**config.mk**
```make
export PLATFORM = sky130hd
export DESIGN_NAME = telnet_stream_parser_flat
export DESIGN_NICKNAME = d
export VERILOG_FILES = /design/src/rtl/tsp_pkg.sv /design/src/rtl/tsp_if.sv /design/src/rtl/tsp_front.sv /design/src/rtl/tsp_queue.sv /design/src/rtl/tsp_back.sv /design/src/rtl/telnet_stream_parser.sv /design/src/flat_wrapper.sv
export SDC_FILE = /design/constraint.sdc
export NUM_CORES = 1
export LEC_CHECK = 0
export ABC_AREA = 1
export BUFFER_PORTS_ARGS = -buffer_cell sky130_fd_sc_hd__clkbuf_2
export CAP_MARGIN = 10
export CELL_PAD_IN_SITES_DETAIL_PLACEMENT = 1
export CELL_PAD_IN_SITES_GLOBAL_PLACEMENT = 2
export CORE_MARGIN = 8
export CORE_UTILIZATION = 43
export DETAILED_ROUTE_END_ITERATION = 10
export PLACE_DENSITY_LB_ADDON = 0.1
export SYNTH_ARGS = -nofsm -noshare
export SYNTH_HDL_FRONTEND = slang
export SYNTH_SLANG_ARGS = --single-unit
```
**constraint.sdc**
```tcl
create_clock -name clk -period 8.5 [get_ports clk]
set_clock_uncertainty 0.1 [all_clocks]
set_input_delay 0.425 -clock clk [delete_from_list [all_inputs] [get_ports clk]]
set_output_delay 0.425 -clock clk [all_outputs]
set_load 0.02 [all_outputs]
```
**src/rtl/tsp_pkg.sv**
```systemverilog
`timescale 1ns / 1ps
// Shared constants and types for the telnet stream parser.
package tsp_pkg;

  localparam logic [7:0] IAC_BYTE  = 8'hFF;
  localparam logic [7:0] SB_BYTE   = 8'd250;
  localparam logic [7:0] SE_BYTE   = 8'd240;

  localparam int unsigned FIFO_DEPTH_DEF = 4;

  typedef enum logic [1:0] {
    KIND_DATA = 2'd0,
    KIND_CMD  = 2'd1,
    KIND_PAY  = 2'd2,
    KIND_END  = 2'd3
  } kind_t;

  typedef enum logic [6:0] {
    PH_IDLE    = 7'b0000001,
    PH_IAC     = 7'b0000010,
    PH_CMD_OPT = 7'b0000100,
    PH_SB_OPT  = 7'b0001000,
    PH_SB_DIR  = 7'b0010000,
    PH_SB_PAY  = 7'b0100000,
    PH_SB_IAC  = 7'b1000000
  } phase_t;

  // One queued operation; dual means a payload 0xFF beat goes out before value.
  typedef struct packed {
    kind_t      kind;
    logic [7:0] value;
    logic [7:0] option;
    logic       dir;
    logic       dual;
  } tsp_entry_t;

endpackage

```
**src/rtl/tsp_if.sv**
```systemverilog
`timescale 1ns / 1ps
// Input byte channel and result channel interfaces.
interface tsp_in_if import tsp_pkg::*; ();
  logic       valid;
  logic       ready;
  logic [7:0] rx_byte;

  modport source (output valid, output rx_byte, input ready);
  modport sink   (input valid, input rx_byte, output ready);
endinterface

interface tsp_out_if import tsp_pkg::*; ();
  logic       valid;
  logic       ready;
  kind_t      kind;
  logic [7:0] value_byte;
  logic [7:0] option_code;
  logic       direction_flag;
  logic       last;

  modport source (output valid, output kind, output value_byte, output option_code,
                  output direction_flag, output last, input ready);
  modport sink   (input valid, input kind, input value_byte, input option_code,
                  input direction_flag, input last, output ready);
endinterface

```
**src/rtl/tsp_front.sv**
```systemverilog
`timescale 1ns / 1ps
// Front end: telnet phase tracking and classification of each received byte.
module tsp_front import tsp_pkg::*; (
  input  logic       clk,
  input  logic       rst_n,
  input  logic       in_valid,
  output logic       in_ready,
  input  logic [7:0] rx_byte,
  input  logic       q_full,
  output logic       push_valid,
  output tsp_entry_t push_entry
);

  phase_t     phase_r, phase_nxt;
  logic [7:0] held_cmd_r, held_cmd_nxt;
  logic [7:0] held_opt_r, held_opt_nxt;
  logic       held_dir_r, held_dir_nxt;
  logic       accept;
  logic       emit;

  assign in_ready = !q_full;
  assign accept   = in_valid && in_ready;
  assign push_valid = accept && emit;

  always_comb begin
    phase_nxt    = phase_r;
    held_cmd_nxt = held_cmd_r;
    held_opt_nxt = held_opt_r;
    held_dir_nxt = held_dir_r;
    emit         = 1'b0;
    push_entry   = '{kind: KIND_PAY, value: rx_byte, option: held_opt_r,
                     dir: held_dir_r, dual: 1'b0};
    unique case (phase_r)
      PH_IAC: begin
        if (rx_byte == SB_BYTE) begin
          phase_nxt = PH_SB_OPT;
        end else begin
          held_cmd_nxt = rx_byte;
          phase_nxt    = PH_CMD_OPT;
        end
      end
      PH_CMD_OPT: begin
        phase_nxt  = PH_IDLE;
        emit       = 1'b1;
        push_entry = '{kind: KIND_CMD, value: held_cmd_r, option: rx_byte,
                       dir: 1'b0, dual: 1'b0};
      end
      PH_SB_OPT: begin
        held_opt_nxt = rx_byte;
        phase_nxt    = PH_SB_DIR;
      end
      PH_SB_DIR: begin
        held_dir_nxt = (rx_byte != 8'd0);
        phase_nxt    = PH_SB_PAY;
      end
      PH_SB_PAY: begin
        if (rx_byte == IAC_BYTE) begin
          phase_nxt = PH_SB_IAC;
        end else begin
          emit = 1'b1;
        end
      end
      PH_SB_IAC: begin
        emit = 1'b1;
        if (rx_byte == SE_BYTE) begin
          phase_nxt        = PH_IDLE;
          push_entry.kind  = KIND_END;
          push_entry.value = 8'd0;
        end else if (rx_byte == IAC_BYTE) begin
          // escaped IAC stays pending; previous one goes out as payload
          push_entry.value = IAC_BYTE;
        end else begin
          phase_nxt       = PH_SB_PAY;
          push_entry.dual = 1'b1;
        end
      end
      default: begin
        phase_nxt = PH_IDLE;
        if (rx_byte == IAC_BYTE) begin
          phase_nxt = PH_IAC;
        end else if (!rx_byte[7]) begin
          emit       = 1'b1;
          push_entry = '{kind: KIND_DATA, value: rx_byte, option: 8'd0,
                         dir: 1'b0, dual: 1'b0};
        end
      end
    endcase
  end

  always_ff @(posedge clk) begin
    if (!rst_n) begin
      phase_r    <= PH_IDLE;
      held_cmd_r <= 8'd0;
      held_opt_r <= 8'd0;
      held_dir_r <= 1'b0;
    end else if (accept) begin
      phase_r    <= phase_nxt;
      held_cmd_r <= held_cmd_nxt;
      held_opt_r <= held_opt_nxt;
      held_dir_r <= held_dir_nxt;
    end
  end

  a_end_to_idle: assert property (@(posedge clk) disable iff (!rst_n)
    (push_valid && push_entry.kind == KIND_END) |=> (phase_r == PH_IDLE))
    else $error("subnegotiation end did not return to idle");

  a_dual_leaves_pay: assert property (@(posedge clk) disable iff (!rst_n)
    (push_valid && push_entry.dual) |-> (phase_r == PH_SB_IAC && push_entry.kind == KIND_PAY))
    else $error("split payload beat outside pending IAC");

endmodule

```
**src/rtl/tsp_queue.sv**
```systemverilog
`timescale 1ns / 1ps
// Short queue of classified operations between front and back ends.
module tsp_queue import tsp_pkg::*; #(
  parameter int unsigned DEPTH = FIFO_DEPTH_DEF
) (
  input  logic       clk,
  input  logic       rst_n,
  input  logic       push,
  input  tsp_entry_t push_data,
  output logic       full,
  input  logic       pop,
  output tsp_entry_t head,
  output logic       empty
);

  localparam int unsigned PW = (DEPTH > 1) ? $clog2(DEPTH) : 1;
  localparam int unsigned CW = $clog2(DEPTH + 1);

  tsp_entry_t      slot_r [DEPTH];
  logic [PW-1:0]   wr_ptr_r, rd_ptr_r;
  logic [CW-1:0]   count_r;

  assign full  = (count_r == CW'(DEPTH));
  assign empty = (count_r == '0);
  assign head  = slot_r[rd_ptr_r];

  function automatic logic [PW-1:0] ptr_inc(input logic [PW-1:0] p);
    return (p == PW'(DEPTH - 1)) ? '0 : p + 1'b1;
  endfunction

  always_ff @(posedge clk) begin
    if (push) begin
      slot_r[wr_ptr_r] <= push_data;
    end
  end

  always_ff @(posedge clk) begin
    if (!rst_n) begin
      wr_ptr_r <= '0;
      rd_ptr_r <= '0;
      count_r  <= '0;
    end else begin
      if (push) wr_ptr_r <= ptr_inc(wr_ptr_r);
      if (pop)  rd_ptr_r <= ptr_inc(rd_ptr_r);
      if (push && !pop) begin
        count_r <= count_r + 1'b1;
      end else if (pop && !push) begin
        count_r <= count_r - 1'b1;
      end
    end
  end

  a_no_overrun: assert property (@(posedge clk) disable iff (!rst_n)
    !(push && full) && !(pop && empty))
    else $error("queue overrun or underrun");

endmodule

```
**src/rtl/tsp_back.sv**
```systemverilog
`timescale 1ns / 1ps
// Back end: expands queued operations into result beats through an output register.
module tsp_back import tsp_pkg::*; (
  input  logic       clk,
  input  logic       rst_n,
  input  tsp_entry_t head,
  input  logic       q_empty,
  output logic       pop,
  output logic       out_valid,
  input  logic       out_ready,
  output kind_t      out_kind,
  output logic [7:0] out_value,
  output logic [7:0] out_option,
  output logic       out_dir,
  output logic       out_last
);

  logic       out_valid_r;
  kind_t      kind_r;
  logic [7:0] value_r;
  logic [7:0] option_r;
  logic       dir_r;
  logic       last_r;
  logic       sec_r;       // second beat of a split payload still owed
  logic [7:0] sec_val_r;
  logic       load;

  assign load = !out_valid_r || out_ready;
  assign pop  = load && !sec_r && !q_empty;

  always_ff @(posedge clk) begin
    if (!rst_n) begin
      out_valid_r <= 1'b0;
      sec_r       <= 1'b0;
    end else if (load) begin
      out_valid_r <= sec_r || !q_empty;
      if (sec_r) begin
        sec_r <= 1'b0;
      end else if (!q_empty) begin
        sec_r <= head.dual;
      end
    end
  end

  always_ff @(posedge clk) begin
    if (load && sec_r) begin
      value_r <= sec_val_r;
      last_r  <= 1'b1;
    end else if (pop) begin
      kind_r    <= head.kind;
      value_r   <= head.dual ? IAC_BYTE : head.value;
      option_r  <= head.option;
      dir_r     <= head.dir;
      last_r    <= !head.dual;
      sec_val_r <= head.value;
    end
  end

  assign out_valid  = out_valid_r;
  assign out_kind   = kind_r;
  assign out_value  = value_r;
  assign out_option = option_r;
  assign out_dir    = dir_r;
  assign out_last   = last_r;

  a_sec_pending: assert property (@(posedge clk) disable iff (!rst_n)
    sec_r |-> (out_valid_r && !last_r && kind_r == KIND_PAY && value_r == IAC_BYTE))
    else $error("second payload beat owed without matching first beat");

  a_sec_follows: assert property (@(posedge clk) disable iff (!rst_n)
    (sec_r && out_ready) |=> (out_valid_r && last_r && !sec_r && kind_r == KIND_PAY))
    else $error("second payload beat not issued");

endmodule

```
**src/rtl/telnet_stream_parser.sv**
```systemverilog
`timescale 1ns / 1ps
// Top level of the telnet receive stream parser.
//
//  channel  | dir | payload
//  ---------+-----+-------------------------------------------------------
//  in_ch    | in  | rx_byte
//  out_ch   | out | kind, value_byte, option_code, direction_flag, last
//
// One byte accepted per cycle while the operation queue has room.
// A result beat passes through the operation queue and the output register; an
// IAC-then-other-byte in a payload yields two beats and blocks queue pops until the second.
// Reset (synchronous) returns to the idle data phase and empties queue and output.
// With out_ch.ready low, FIFO_DEPTH operations plus one output beat are held
// before in_ch.ready falls.
module telnet_stream_parser import tsp_pkg::*; #(
  parameter int unsigned FIFO_DEPTH = FIFO_DEPTH_DEF
) (
  input  logic clk,
  input  logic rst_n,
  tsp_in_if.sink    in_ch,
  tsp_out_if.source out_ch
);

  logic       q_full, q_empty, push, pop;
  tsp_entry_t push_entry, head;

  tsp_front u_front (
    .clk        (clk),
    .rst_n      (rst_n),
    .in_valid   (in_ch.valid),
    .in_ready   (in_ch.ready),
    .rx_byte    (in_ch.rx_byte),
    .q_full     (q_full),
    .push_valid (push),
    .push_entry (push_entry)
  );

  tsp_queue #(.DEPTH(FIFO_DEPTH)) u_queue (
    .clk       (clk),
    .rst_n     (rst_n),
    .push      (push),
    .push_data (push_entry),
    .full      (q_full),
    .pop       (pop),
    .head      (head),
    .empty     (q_empty)
  );

  tsp_back u_back (
    .clk        (clk),
    .rst_n      (rst_n),
    .head       (head),
    .q_empty    (q_empty),
    .pop        (pop),
    .out_valid  (out_ch.valid),
    .out_ready  (out_ch.ready),
    .out_kind   (out_ch.kind),
    .out_value  (out_ch.value_byte),
    .out_option (out_ch.option_code),
    .out_dir    (out_ch.direction_flag),
    .out_last   (out_ch.last)
  );

endmodule

```
**src/flat_wrapper.sv**
```systemverilog
// flat-port wrapper written by rule: the top's interface ports become plain ports
module telnet_stream_parser_flat import tsp_pkg::*;
#(
  parameter int unsigned FIFO_DEPTH = FIFO_DEPTH_DEF
)
  (clk, rst_n, in_ch_valid, in_ch_rx_byte, in_ch_ready, out_ch_valid, out_ch_kind, out_ch_value_byte, out_ch_option_code, out_ch_direction_flag, out_ch_last, out_ch_ready);
  tsp_in_if in_ch_i ();
  tsp_out_if out_ch_i ();
  input  logic clk;
  input  logic rst_n;
  input wire logic [$bits(in_ch_i.valid)-1:0] in_ch_valid;
  input wire logic [$bits(in_ch_i.rx_byte)-1:0] in_ch_rx_byte;
  output wire logic [$bits(in_ch_i.ready)-1:0] in_ch_ready;
  output wire logic [$bits(out_ch_i.valid)-1:0] out_ch_valid;
  output wire logic [$bits(out_ch_i.kind)-1:0] out_ch_kind;
  output wire logic [$bits(out_ch_i.value_byte)-1:0] out_ch_value_byte;
  output wire logic [$bits(out_ch_i.option_code)-1:0] out_ch_option_code;
  output wire logic [$bits(out_ch_i.direction_flag)-1:0] out_ch_direction_flag;
  output wire logic [$bits(out_ch_i.last)-1:0] out_ch_last;
  input wire logic [$bits(out_ch_i.ready)-1:0] out_ch_ready;
  assign in_ch_i.valid = in_ch_valid;
  assign in_ch_i.rx_byte = in_ch_rx_byte;
  assign in_ch_ready = in_ch_i.ready;
  assign out_ch_valid = out_ch_i.valid;
  assign out_ch_kind = out_ch_i.kind;
  assign out_ch_value_byte = out_ch_i.value_byte;
  assign out_ch_option_code = out_ch_i.option_code;
  assign out_ch_direction_flag = out_ch_i.direction_flag;
  assign out_ch_last = out_ch_i.last;
  assign out_ch_i.ready = out_ch_ready;
  telnet_stream_parser #(.FIFO_DEPTH(FIFO_DEPTH)) u_core (.clk(clk), .rst_n(rst_n), .in_ch(in_ch_i), .out_ch(out_ch_i));
endmodule
```
Yosys cells after proc, flatten, opt, wreduce, memory -nomap -nowiden
Memory sizes are Yosys's and may differ from the RTL's. A register that Yosys moved wholly into a read port is not among the register bits.
Index checks and enable logic that the tools add are counted.
- muxes and demuxes: 32
- bitwise logic cells: 2
- $add $sub $neg: 4
- equal/unequal tests: 14
- reductions and logical operators: 30
- operators by type and width (cell ; count):
    one-hot mux 7 bit (6 select lines) ; 1
    two-way mux 20 bit ; 2
    two-way mux 8 bit ; 5
    one-hot mux 10 bit (3 select lines) ; 1
    == test 8 bit (second input constant) ; 3
    two-way mux 7 bit ; 3
    one-hot mux 9 bit (2 select lines) ; 1
    two-way mux 2 bit ; 5
    OR reduction 5 bit ; 2
    two-way mux 1 bit ; 9
    nonzero test 8 bit ; 1
    == test 7 x 2 -> 1 bit (second input constant) ; 1
    == test 7 x 3 -> 1 bit (second input constant) ; 1
    == test 7 x 4 -> 1 bit (second input constant) ; 1
    == test 7 x 5 -> 1 bit (second input constant) ; 1
    == test 7 x 6 -> 1 bit (second input constant) ; 1
    == test 7 bit (second input constant) ; 1
    logical AND 1 bit ; 7
    zero test 1 bit ; 7
    two-way mux 3 bit ; 2
    AND reduction 2 bit ; 3
    AND reduction 3 bit ; 2
    adder 2 x 1 -> 2 bit (second input constant) ; 2
    == test 2 bit (second input constant) ; 2
    other kinds (15) ; 18
- memories kept: 1
- bits in registers: 61
- RAM bits: 80
- memory list (memory ; depth ; width ; read ports ; clocked after Yosys merged registers in ; wr ports ; RTL line ; source):
    u_core.u_queue.slot_r ; 4 ; 20 ; 1 ; 1 ; 1 ; tsp_queue.sv:19 ; tsp_entry_t slot_r [DEPTH];

Longest topological paths before layout
Gate-level depths: netlist of the first run.
- depth in word-level cells: 8
- depth in mapped cells: 16

Cells and area by module
Synthesis of the first run repeated with hierarchy kept, for this count alone.
- cell total of the unflattened synthesis: 557
- area, all modules: 5992.0 µm²
- modules (own cells, without submodules) (module ; instances ; cells each ; sequential area each (µm²) ; area an instance (µm²)):
    tsp_queue ; 1 ; 253 ; 2582.5 ; 3398.3
    tsp_front ; 1 ; 229 ; 480.5 ; 1482.7
    tsp_back ; 1 ; 75 ; 870.8 ; 1111.1

Least setup slack after synthesis of the first run
Ideal clock, no wire load.
- path type: register to register
- from: reg u_core.u_back.out_valid_r, in the netlist u_core.u_back.out_valid
- to: reg u_core.u_queue.count_r[1]
- setup slack: 5001 ps
- path buffers: 0
- arrival time: 3283 ps
- cell stages (with the launch flop): 10
- required time: 8284 ps
- cell sequence: dfxtp_1 > inv_1 > nor2_1 > nor3_1 > inv_1 > ha_1 > inv_1 > fa_1 > o21ai_0 > nor2_1
- cells in the longest elaborated chain, start to end: 7
- elaborated cells on any way between the ends: 9
- RTL lines (element ; RTL line ; source):
    from (decl) ; tsp_back.sv:18 ; logic out_valid_r;
    from (signal assigned) ; tsp_back.sv:36 ; out_valid_r <= sec_r || !q_empty;
    zero test 1 bit * ; tsp_back.sv:28 ; assign load = !out_valid_r || out_ready;
    logical OR 1 bit * ; tsp_back.sv:28 ;
    logical AND 1 bit * (2 in a row) ; tsp_back.sv:29 ; assign pop = load && !sec_r && !q_empty;
    zero test 1 bit ; tsp_queue.sv:45 ; if (push && !pop) begin
    logical AND 1 bit ; tsp_queue.sv:45 ;
    two-way mux 3 bit / nonzero test 2 bit (equally long branches) ; -- ;
    to (signal assigned) ; tsp_queue.sv:46 ; count_r <= count_r + 1'b1;
    to (signal assigned) ; tsp_queue.sv:48 ; count_r <= count_r - 1'b1;
    to (decl) ; tsp_queue.sv:21 ; logic [CW-1:0] count_r;
Every way passes the cells marked *; elsewhere a longest branch is shown, timed or not.
A chain may end at the register's enable or synchronous reset.

Worst setup path after layout of the first run
- from: reg u_core.u_front.phase_r[4]
- to: reg u_core.u_queue.count_r[2]
- cells in the longest elaborated chain, start to end: 7
- elaborated cells on any way between the ends: 15
- RTL lines (element ; RTL line ; source):
    from (decl) ; tsp_front.sv:14 ; phase_t phase_r, phase_nxt;
    from (signal assigned) ; tsp_front.sv:97 ; phase_r <= phase_nxt;
    == test 7 x 5 -> 1 bit, or another cell as far along ; tsp_front.sv:33 ; unique case (phase_r)
    OR reduction 3 bit (no line) / OR reduction 2 bit (equally long branches) ; -- ;
    one-hot mux 1 bit (3 select lines) * ; tsp_front.sv:33 ;
    logical AND 1 bit * ; tsp_front.sv:23 ; assign push_valid = accept && emit;
    via u_core.push ; telnet_stream_parser.sv:24 ; logic q_full, q_empty, push, pop;
    zero test 1 bit ; tsp_queue.sv:47 ; end else if (pop && !push) begin
    logical AND 1 bit ; tsp_queue.sv:47 ;
    nonzero test 2 bit (no line) ; -- ;
The timed path passes the listed nets; every way through them passes the cells marked *.

==> impl_metrics.env, run 1 <==
export IMPL_outcome="complete, no violations"
export IMPL_top_usage_layer="met2"
export IMPL_routabilityCongestion=0.793
export IMPL_final_antenna_net_count=0
export IMPL_cts_tree="done"
export IMPL_yosysTopAreaCellShare_pct=54.8
export IMPL_period_needed_ns=2.81
export IMPL_hp_start="out_ch_ready"
export IMPL_dp_slack_ns=5.69
export IMPL_wl_per_cell_um=18.1
export IMPL_p_leak_uw=0.00263
export IMPL_start_util_pct=44.1
export IMPL_ys_types=39
export IMPL_crit_path_end_kind="register"
export IMPL_critical_path_max_fanout=13
export IMPL_area_growth_syn_to_layout_pct=15.8
export IMPL_num_rows=42
export IMPL_coreArea_mm2=0.0133
export IMPL_grt_max_degree=42
export IMPL_yosysSeqAreaShare_pct=67.1
export IMPL_min_period_over_period_pct=33.0
export IMPL_holdBufCountCts=0
export IMPL_synth_common_cells="107 x edfxtp_1, 76 x o21ai_0, 73 x nand2_1, 71 x nor2_1, 37 x inv_1"
export IMPL_dieArea_mm2=0.0176
export IMPL_clockBufferDepth=2
export IMPL_start_kind="register"
export IMPL_grtUsageTotal_pct=16.4
export IMPL_grt_pass1_vias=4196
export IMPL_fill_cells=1453
export IMPL_drc=0
export IMPL_synth_seq_cells=143
export IMPL_drive_above_1_share_pct=17.1
export IMPL_boundaryPins=34
export IMPL_rsz0062_at_grt="no"
export IMPL_io_buffers=33
export IMPL_relSlewSlack_pct=45.7
export IMPL_slew_viol_final=0
export IMPL_worst_slack_ns=5.69
export IMPL_async_reset_ff_share_pct=0
export IMPL_dieHeight_um=133
export IMPL_drt_iter0_drc=242
export IMPL_yosys_area_top_type="edfxtp_1"
export IMPL_layout_nets=596
export IMPL_antenna_found_initial=0
export IMPL_cts_sinks=143
export IMPL_setup_viol=0
export IMPL_cts_made_buffers=17
export IMPL_drv_cap=0
export IMPL_synthCells=538
export IMPL_synthFlopType="edfxtp_1"
export IMPL_vias=4011
export IMPL_postCtsSetupBuffers=0
export IMPL_postSynthAreaPerCell_um2=10.9
export IMPL_drtPass1Iterations=4
export IMPL_dp_hpwl_mm=9.20
export IMPL_clockRootBuffer="clkbuf_16"
export IMPL_required_ns=8.70
export IMPL_grt_overflow=0
export IMPL_synth_edf_count=107
export IMPL_cts_htree_levels=4
export IMPL_r2r_start="u_core.u_front.phase_r[4]"
export IMPL_grt_met2_usage_pct=28.2
export IMPL_synth_most_common_cell="edfxtp_1"
export IMPL_hold_viol=0
export IMPL_p_per_area_mw_per_mm2=337
export IMPL_synth_area_top_cells="edfxtp_1 55%, dfxtp_1 12%, o21ai_0 6.5%"
export IMPL_max_freq_mhz=356
export IMPL_grt_pass1_wl_mm=22.2
export IMPL_vias_per_cell=5.24
export IMPL_crit_start="u_core.u_front.phase_r[4]"
export IMPL_peakVddDrop_mv=0.124
export IMPL_clk_pin_slew_worst_paths_ns=0.06
export IMPL_cts_resized=0
export IMPL_fin_util_pct=51.1
export IMPL_use_met1_pct=19.4
export IMPL_die_w_um=133
export IMPL_clkLatencyLatePin_ns=0.42
export IMPL_ys_warn_count=0
export IMPL_mappedNetlistArea_mm2=0.00586
export IMPL_grt_use_met3_pct=3.52
export IMPL_placed_cell_area_mm2=0.00622
export IMPL_arrival_ns=3.00
export IMPL_synthesis_nets=557
export IMPL_min_path_type="input pin to register"
export IMPL_setup_tns_ns=0
export IMPL_fin_area_mm2=0.00679
export IMPL_wl_mm=13.9
export IMPL_setup_worst_path_class="register to register"
export IMPL_diodes=0
export IMPL_tightest_slew_ns=0.813
-- worst paths after layout --
kind	to	slack (ns)	cells after the start
hold / removal	u_core.u_back.sec_r	0.22	4
setup reg to reg	u_core.u_queue.count_r[2]	5.69	16
setup / recovery	u_core.u_queue.count_r[2]	5.69	16
hold reg to reg	u_core.u_front.held_cmd_r[1]	0.36	2
-- per-layer routing --
metal  vias up  part of all wire [%]
li1       1939                     -
met1      1995                    44
met2        59                    51
met3        18                   3.2
met4         0                   1.8
met5         -                     0
-- cell usage in the layout, fill, tap and decap left out, types with 3 or more instances in the layout --
master     instances
inv_2              7
nor2_2             7
buf_4              7
a21oi_1           26
nand2_1           73
clkbuf_16         17
o22ai_1           23
nand3_1           12
nand2_2            5
clkbuf_1           5
nand3_2            4
clkbuf_2          33
ha_1               6
inv_1             37
edfxtp_1         107
o21ai_0           76
clkbuf_8           3
nor2_1            71
dfxtp_1           36
clkinv_1           5
-- critical path: stages, from the launching register on --
cell     delay, ns
dfxtp_1       0.33
nor2_1        0.15
nand2_1       0.15
inv_2         0.11
nand2_4       0.09
inv_2         0.21
nor2_2        0.07
nand3_2       0.09
nand3_2       0.16
inv_1         0.10
ha_1          0.15
inv_1         0.07
fa_1          0.43
a21oi_1       0.14
o21ai_0       0.11
o21ai_0       0.16
a21oi_1       0.06
-- sequential cells by signal, indices dropped and copies added (netlist names), 3 cells and up, named ones only --
| register | cells |
|---|---|
| u_core.u_queue.slot_r | 80 |
| u_core.u_back.out_option | 8 |
| u_core.u_back.out_value | 8 |
| u_core.u_back.sec_val_r | 8 |
| u_core.u_front.held_cmd_r | 8 |
| u_core.u_front.held_opt_r | 8 |
| u_core.u_front.phase_r | 7 |
| u_core.u_queue.count_r | 3 |
-- area by class of cell --
class	count	area, µm²	share of cell area [%]
inverters	49	188	2.76
repair buffers	40	218	3.21
clock inverters	7	87.6	1.29
flip-flops and latches	143	3930	57.9
well taps	176	220	3.24
clock buffers	25	485	7.15
multi-input cells	326	1660	24.4
-- cell families after synthesis --
family	after synthesis	synth area share (%)
AND/OR/NAND/NOR	184	13.8
adder cells (fa/ha/maj)	7	1.62
buffers and inverters	69	4.74
flip-flops	143	67.1
AO/OA/AOI/OAI	135	12.7
-- metrics by stage --
| step | power [µW] | hold slack (ns) | std cells |
|---|---|---|---|
| 4_1_cts | 2310 | 0.210 | 766 |
| 6_report | 2290 | 0.224 | 766 |
| 2_1_floorplan | 1380 | 0.329 | 538 |
| 3_5_place_dp | 1590 | 0.352 | 734 |
| 3_3_place_gp | 1560 | 0.341 | 734 |
| 5_1_grt | 2410 | 0.257 | 766 |
-- report_power, final --
part / total (µW) / internal, µW / switching [µW]
logic: 590 / 168 / 422
registers: 978 / 918 / 59.8
clock network: 720 / 453 / 268
total: 2290 / 1540 / 750
Power figures use the tool's default switching activity.
==> inputs of run 2 (changes only) <==
Settings changed: CORE_UTILIZATION 43 to 36.
Clock period 8.5 ns to 2.56 ns, I/O delays scaled along.
==> impl_metrics.env, run 2 (synthesis gave the netlist of run 1 again) <==
export IMPL_p_per_area_mw_per_mm2=1090
export IMPL_setup_viol=0
export IMPL_hold_viol=0
export IMPL_num_rows=46
export IMPL_grt_max_degree=39
export IMPL_grt_overflow=0
export IMPL_fin_util_pct=44.7
export IMPL_worstRegToRegCells=16
export IMPL_cts_made_buffers=17
export IMPL_cts_htree_levels=4
export IMPL_top_register="u_core.u_queue.slot_r"
export IMPL_crit_path_end_kind="register"
export IMPL_wl_mm=14.2
export IMPL_drive_above_1_share_pct=21.1
export IMPL_reg2reg_slack_ns=0.23
export IMPL_min_period_over_period_pct=92.2
export IMPL_vias_per_cell=4.96
export IMPL_critical_path_max_fanout=5
export IMPL_cts_sinks=143
export IMPL_start_kind="input pin"
export IMPL_peakVddDrop_mv=0.528
export IMPL_drtPass1Iterations=4
export IMPL_dp_hpwl_mm=9.61
export IMPL_rsz0062_at_grt="no"
export IMPL_boundaryPins=34
export IMPL_mostFrequentLayoutCell="edfxtp_1"
export IMPL_tightest_slew_ns=0.695
export IMPL_r2r_start="u_core.u_front.phase_r[1]"
export IMPL_diodes=0
export IMPL_final_antenna_net_count=0
export IMPL_required_ns=2.77
export IMPL_cp_endpoint="u_core.u_queue.count_r[1]"
export IMPL_setup_worst_path_class="input pin to register"
export IMPL_timing_rr_end="u_core.u_queue.count_r[2]"
export IMPL_dieArea_mm2=0.0206
export IMPL_drt_iter0_drc=144
export IMPL_wl_per_cell_um=17.1
export IMPL_antenna_found_initial=0
export IMPL_min_path_cells=3
export IMPL_area_growth_syn_to_layout_pct=21.0
export IMPL_die_w_um=144
export IMPL_setup_tns_ns=0
export IMPL_period_needed_ns=2.36
export IMPL_arrival_ns=2.57
export IMPL_clkLatencyLatePin_ns=0.42
export IMPL_clockRootBuffer="clkbuf_16"
export IMPL_crit_start="in_ch_rx_byte[4]"
export IMPL_p_leak_uw=0.00274
export IMPL_placed_cell_area_mm2=0.00643
export IMPL_outcome="complete, no violations"
export IMPL_final_cell_mix="107 x edfxtp_1, 74 x o21ai_0, 72 x nand2_1, 68 x nor2_1, 37 x inv_1"
export IMPL_fin_area_mm2=0.00709
export IMPL_cts_tree="done"
export IMPL_io_buffers=33
export IMPL_relSlewSlack_pct=53.2
export IMPL_coreArea_mm2=0.0159
export IMPL_vias=4110
export IMPL_start_util_pct=36.9
export IMPL_layout_nets=618
export IMPL_fin_hold_ws_ns=0.00378
export IMPL_clockBufferDepth=2
export IMPL_min_path_type="input pin to register"
export IMPL_worst_slack_ns=0.199
export IMPL_slew_viol_final=0
export IMPL_grt_pass1_vias=4244
export IMPL_clk_pin_slew_worst_paths_ns=0.06
export IMPL_drc=0
export IMPL_grtUsageTotal_pct=14.8
export IMPL_max_freq_mhz=424
export IMPL_dp_slack_ns=0.0672
export IMPL_dieHeight_um=144
export IMPL_routabilityCongestion=0.833
export IMPL_grt_pass1_wl_mm=22.9
export IMPL_drv_cap=0
export IMPL_largest_reg_flops=80
[run 2: changes by cell type in the layout (fill, tap and decap cells not counted), moves of 3 or more]
cell,before,now
inv_6,0,3
clkbuf_1,5,1
dlygate4sd3_1,0,4
clkbuf_8,3,0
buf_4,7,21
buf_12,0,4
nor2_1,71,68
[run 2: repair_timing]
| action | CTS | global route |
|---|---|---|
| setup endpoints to repair | 0 | 1 |
| resized for setup | 0 | 11 |
| hold buffers | 4 | 0 |
| hold endpoints to repair | 6 | 0 |
| buffers inserted | 0 | 3 |
[run 2: stage by stage]
stage / instances / total power, µW
global placement: 789 / 5320
detailed placement: 789 / 5410
global route: 828 / 8160
CTS: 825 / 7820
finish: 828 / 7710
floorplan: 538 / 4590
[run 2: layout make-up]
type | instances | area [µm²]
Sequential cell | 143 | 3940
Clock buffer | 18 | 429
Fill cell | 1761 | 8790
Tap cell | 216 | 270
Multi-Input combinational cell | 326 | 1690
Inverter | 49 | 188
Timing Repair Buffer | 62 | 443
Clock inverter | 14 | 141
[run 2: metal layers]
| layer | track usage [%] | vias to the layer above | routed length (µm) |
|---|---|---|---|
| met4 | 5.64 | 0 | 178 |
| met1 | 18.1 | 2057 | 6550 |
| met5 | 0 | - | 0 |
| li1 | - | 1995 | - |
| met3 | 3.52 | 11 | 418 |
| met2 | 24.9 | 47 | 7020 |
[run 2: how the worst min path moves through the flow]
| stage | slack (ns) | to | startpoint |
|---|---|---|---|
| floorplan | 0.17 | u_core.u_front.held_dir_r | rst_n |
| global placement | 0.34 | u_core.u_front.held_cmd_r[3] | u_core.u_front.held_cmd_r[3] |
| detailed placement | 0.34 | u_core.u_front.held_cmd_r[1] | u_core.u_front.held_cmd_r[1] |
| CTS | 0.004 | u_core.u_front.held_cmd_r[0] | in_ch_rx_byte[0] |
| global route | 0.03 | u_core.u_back.sec_r | rst_n |
| finish | 0.004 | u_core.u_front.phase_r[3] | rst_n |
[run 2: power by group]
part           internal (µW)  switching [µW]  total (µW)
sequential              3050             139        3190
combinational            649            1490        2140
clock                   1430             956        2390
total                   5130            2580        7710
[run 2: worst max-delay path, cell delays in order]
cell	delay (ns)
dlygate4sd3_1	0.52
clkbuf_2	0.18
nand2_1	0.11
nor2_4	0.14
nand2_1	0.12
nand2_1	0.13
inv_2	0.03
nor2_1	0.07
nand2_1	0.07
nand3_2	0.08
inv_1	0.04
ha_1	0.16
inv_1	0.12
fa_2	0.43
o21ai_0	0.15
nor2_1	0.06
==> inputs of run 3 (changes only) <==
Settings changed: BUFFER_PORTS_ARGS -buffer_cell sky130_fd_sc_hd__clkbuf_2 to not set, CORE_UTILIZATION 36 to 38, DONT_BUFFER_PORTS set to 1.
==> impl_metrics.env, run 3 (synthesis gave the netlist of run 1 again) <==
export IMPL_setup_viol=0
export IMPL_grt_pass1_vias=4201
export IMPL_seqPwrFrac_pct=43.9
export IMPL_multi_input_area_mm2=0.00168
export IMPL_min_path_cells=6
export IMPL_cts_made_buffers=17
export IMPL_final_cell_mix="107 x edfxtp_1, 74 x o21ai_0, 71 x nand2_1, 69 x nor2_1, 37 x inv_1"
export IMPL_max_freq_mhz=417
export IMPL_timing_rr_end="u_core.u_queue.count_r[2]"
export IMPL_p_per_area_mw_per_mm2=1120
export IMPL_num_rows=45
export IMPL_dp_cells=722
export IMPL_wl_per_cell_um=18.3
export IMPL_grt_pass1_wl_mm=22.8
export IMPL_power_frac_comb_pct=22.2
export IMPL_max_stage_delay_ns=0.44
export IMPL_worst_slack_ns=0.164
export IMPL_io_buffers=0
export IMPL_grtUsageTotal_pct=15.2
export IMPL_min_period_over_period_pct=93.6
export IMPL_fin_util_pct=45.9
export IMPL_wl_mm=14.0
export IMPL_switching_share_pct=32.8
export IMPL_relSlewSlack_pct=36.1
export IMPL_cts_tree="done"
export IMPL_clockBufferDepth=2
export IMPL_setup_tns_ns=0
export IMPL_grt_overflow=0
export IMPL_regArea_mm2=0.00394
export IMPL_slowest_stage="fa_1"
export IMPL_grt_max_degree=41
export IMPL_boundaryPins=34
export IMPL_fill_cells=1621
export IMPL_clkLatencyLatePin_ns=0.42
export IMPL_die_w_um=140
export IMPL_tightest_slew_ns=0.956
export IMPL_r2r_start="u_core.u_front.phase_r[5]"
export IMPL_vias_per_cell=5.16
export IMPL_reg2reg_slack_ns=0.16
export IMPL_postCtsSetupBuffers=0
export IMPL_p_int_uw=5240
export IMPL_fin_cells=765
export IMPL_period_needed_ns=2.40
export IMPL_dieArea_mm2=0.0197
export IMPL_vias=3951
export IMPL_min_to="u_core.u_front.phase_r[3]"
export IMPL_antenna_found_initial=0
export IMPL_drc=0
export IMPL_required_ns=2.77
export IMPL_dieHeight_um=140
export IMPL_crit_family="simple AND/OR/NAND/NOR gates"
export IMPL_cp_num_buf_inv=3
export IMPL_hp_start="in_ch_rx_byte[4]"
export IMPL_layout_nets=583
export IMPL_dp_slack_ns=0.0551
export IMPL_start_kind="register"
export IMPL_top_register="u_core.u_queue.slot_r"
export IMPL_start_util_pct=38.7
export IMPL_routabilityCongestion=0.805
export IMPL_clk_pin_slew_worst_paths_ns=0.06
export IMPL_area_growth_syn_to_layout_pct=18.6
export IMPL_cts_htree_levels=4
export IMPL_outcome="complete, no violations"
export IMPL_clockRootBuffer="clkbuf_16"
export IMPL_dp_hpwl_mm=9.26
export IMPL_min_path_type="input pin to register"
export IMPL_peakVddDrop_mv=0.441
export IMPL_clock_power_share_pct=33.9
export IMPL_drive_above_1_share_pct=15.4
export IMPL_cts_sinks=143
export IMPL_hold_viol=0
export IMPL_setup_worst_path_class="register to register"
export IMPL_slew_viol_final=0
export IMPL_critical_path_max_fanout=10
export IMPL_final_antenna_net_count=0
export IMPL_p_leak_uw=0.00263
export IMPL_drv_cap=0
export IMPL_drtPass1Iterations=4
export IMPL_diodes=0
export IMPL_crit_path_end_kind="register"
export IMPL_cp_cell_sequence="nor2_2, nand2_2, inv_2, nand2_4, nand2_1, nor2_1, nand2_1, nand3_2, inv_1, ha_1, inv_1, fa_1, a21oi_1, o21ai_1, o21ai_1, a21oi_1"
export IMPL_p_switching_uw=2550
export IMPL_drt_iter0_drc=122
export IMPL_coreArea_mm2=0.0151
export IMPL_mostFrequentLayoutCell="edfxtp_1"
export IMPL_arrival_ns=2.60
export IMPL_worstRegToRegCells=16
export IMPL_rsz0062_at_grt="yes"
export IMPL_largest_reg_flops=80
run 3: cell type report:
| type | count | area share (%) |
|---|---|---|
| Timing Repair Buffer | 27 | 4.03 |
| Tap cell | 188 | 3.38 |
| Sequential cell | 143 | 56.6 |
| Multi-Input combinational cell | 326 | 24.2 |
| Clock inverter | 15 | 2.97 |
| Clock buffer | 17 | 6.12 |
| Inverter | 49 | 2.70 |
run 3: how the worst max path moves through the flow:
stage	endpoint	startpoint	depth (start not counted)	slack [ns]
after floorplan	u_core.u_queue.slot_r[0][0]	u_core.u_front.phase_r[2]	9	0.13
after global placement	u_core.u_queue.count_r[2]	u_core.u_front.phase_r[5]	16	0.13
after detailed placement	u_core.u_queue.count_r[2]	u_core.u_front.phase_r[5]	16	0.06
after CTS	u_core.u_queue.count_r[2]	u_core.u_front.phase_r[5]	16	0.05
after global routing	u_core.u_queue.count_r[2]	u_core.u_front.phase_r[4]	16	-0.05
final	u_core.u_queue.count_r[2]	u_core.u_front.phase_r[5]	16	0.16
run 3: timing repair:
item | 4_1_cts | 5_1_grt
gates resized for setup | 0 | 11
setup endpoints to repair | 0 | 10
hold buffers | 12 | 0
hold endpoints to repair | 71 | 0
run 3: worst reg2reg max path, cell delays in order (launching register included):
cell     delay [ns]
dfxtp_1        0.34
nor2_2         0.15
nand2_2        0.09
inv_2          0.08
nand2_4        0.09
nand2_1        0.11
nor2_1         0.05
nand2_1        0.07
nand3_2        0.08
inv_1          0.06
ha_1           0.13
inv_1          0.07
fa_1           0.44
a21oi_1        0.15
o21ai_1        0.09
o21ai_1        0.12
a21oi_1        0.06
run 3: power by group through the flow:
stage               Clock, µW  Combinational [µW]  Sequential (µW)
finish                   2640                1730             3420
global route             2780                1980             3470
detailed placement          0                1740             3480
global placement            0                1690             3470
floorplan                   0                1150             3440
CTS                      2690                1780             3430
run 3: per-stage QoR:
step           total power [µW]  hold WS (ns)  area, µm²
6_report                   7790        0.0270       6960
3_5_place_dp               5220         0.158       6190
2_1_floorplan              4590         0.166       5870
5_1_grt                    8220        0.0744       6960
3_3_place_gp               5170         0.153       6190
4_1_cts                    7900        0.0262       6940
run 3: layer usage:
metal	global-route usage, %	up-vias	part of all wire [%]
met4	5.20	0	1.3
li1	-	1921	-
met5	0	-	0
met1	18.3	1971	46
met3	3.81	13	2.9
met2	25.9	46	50
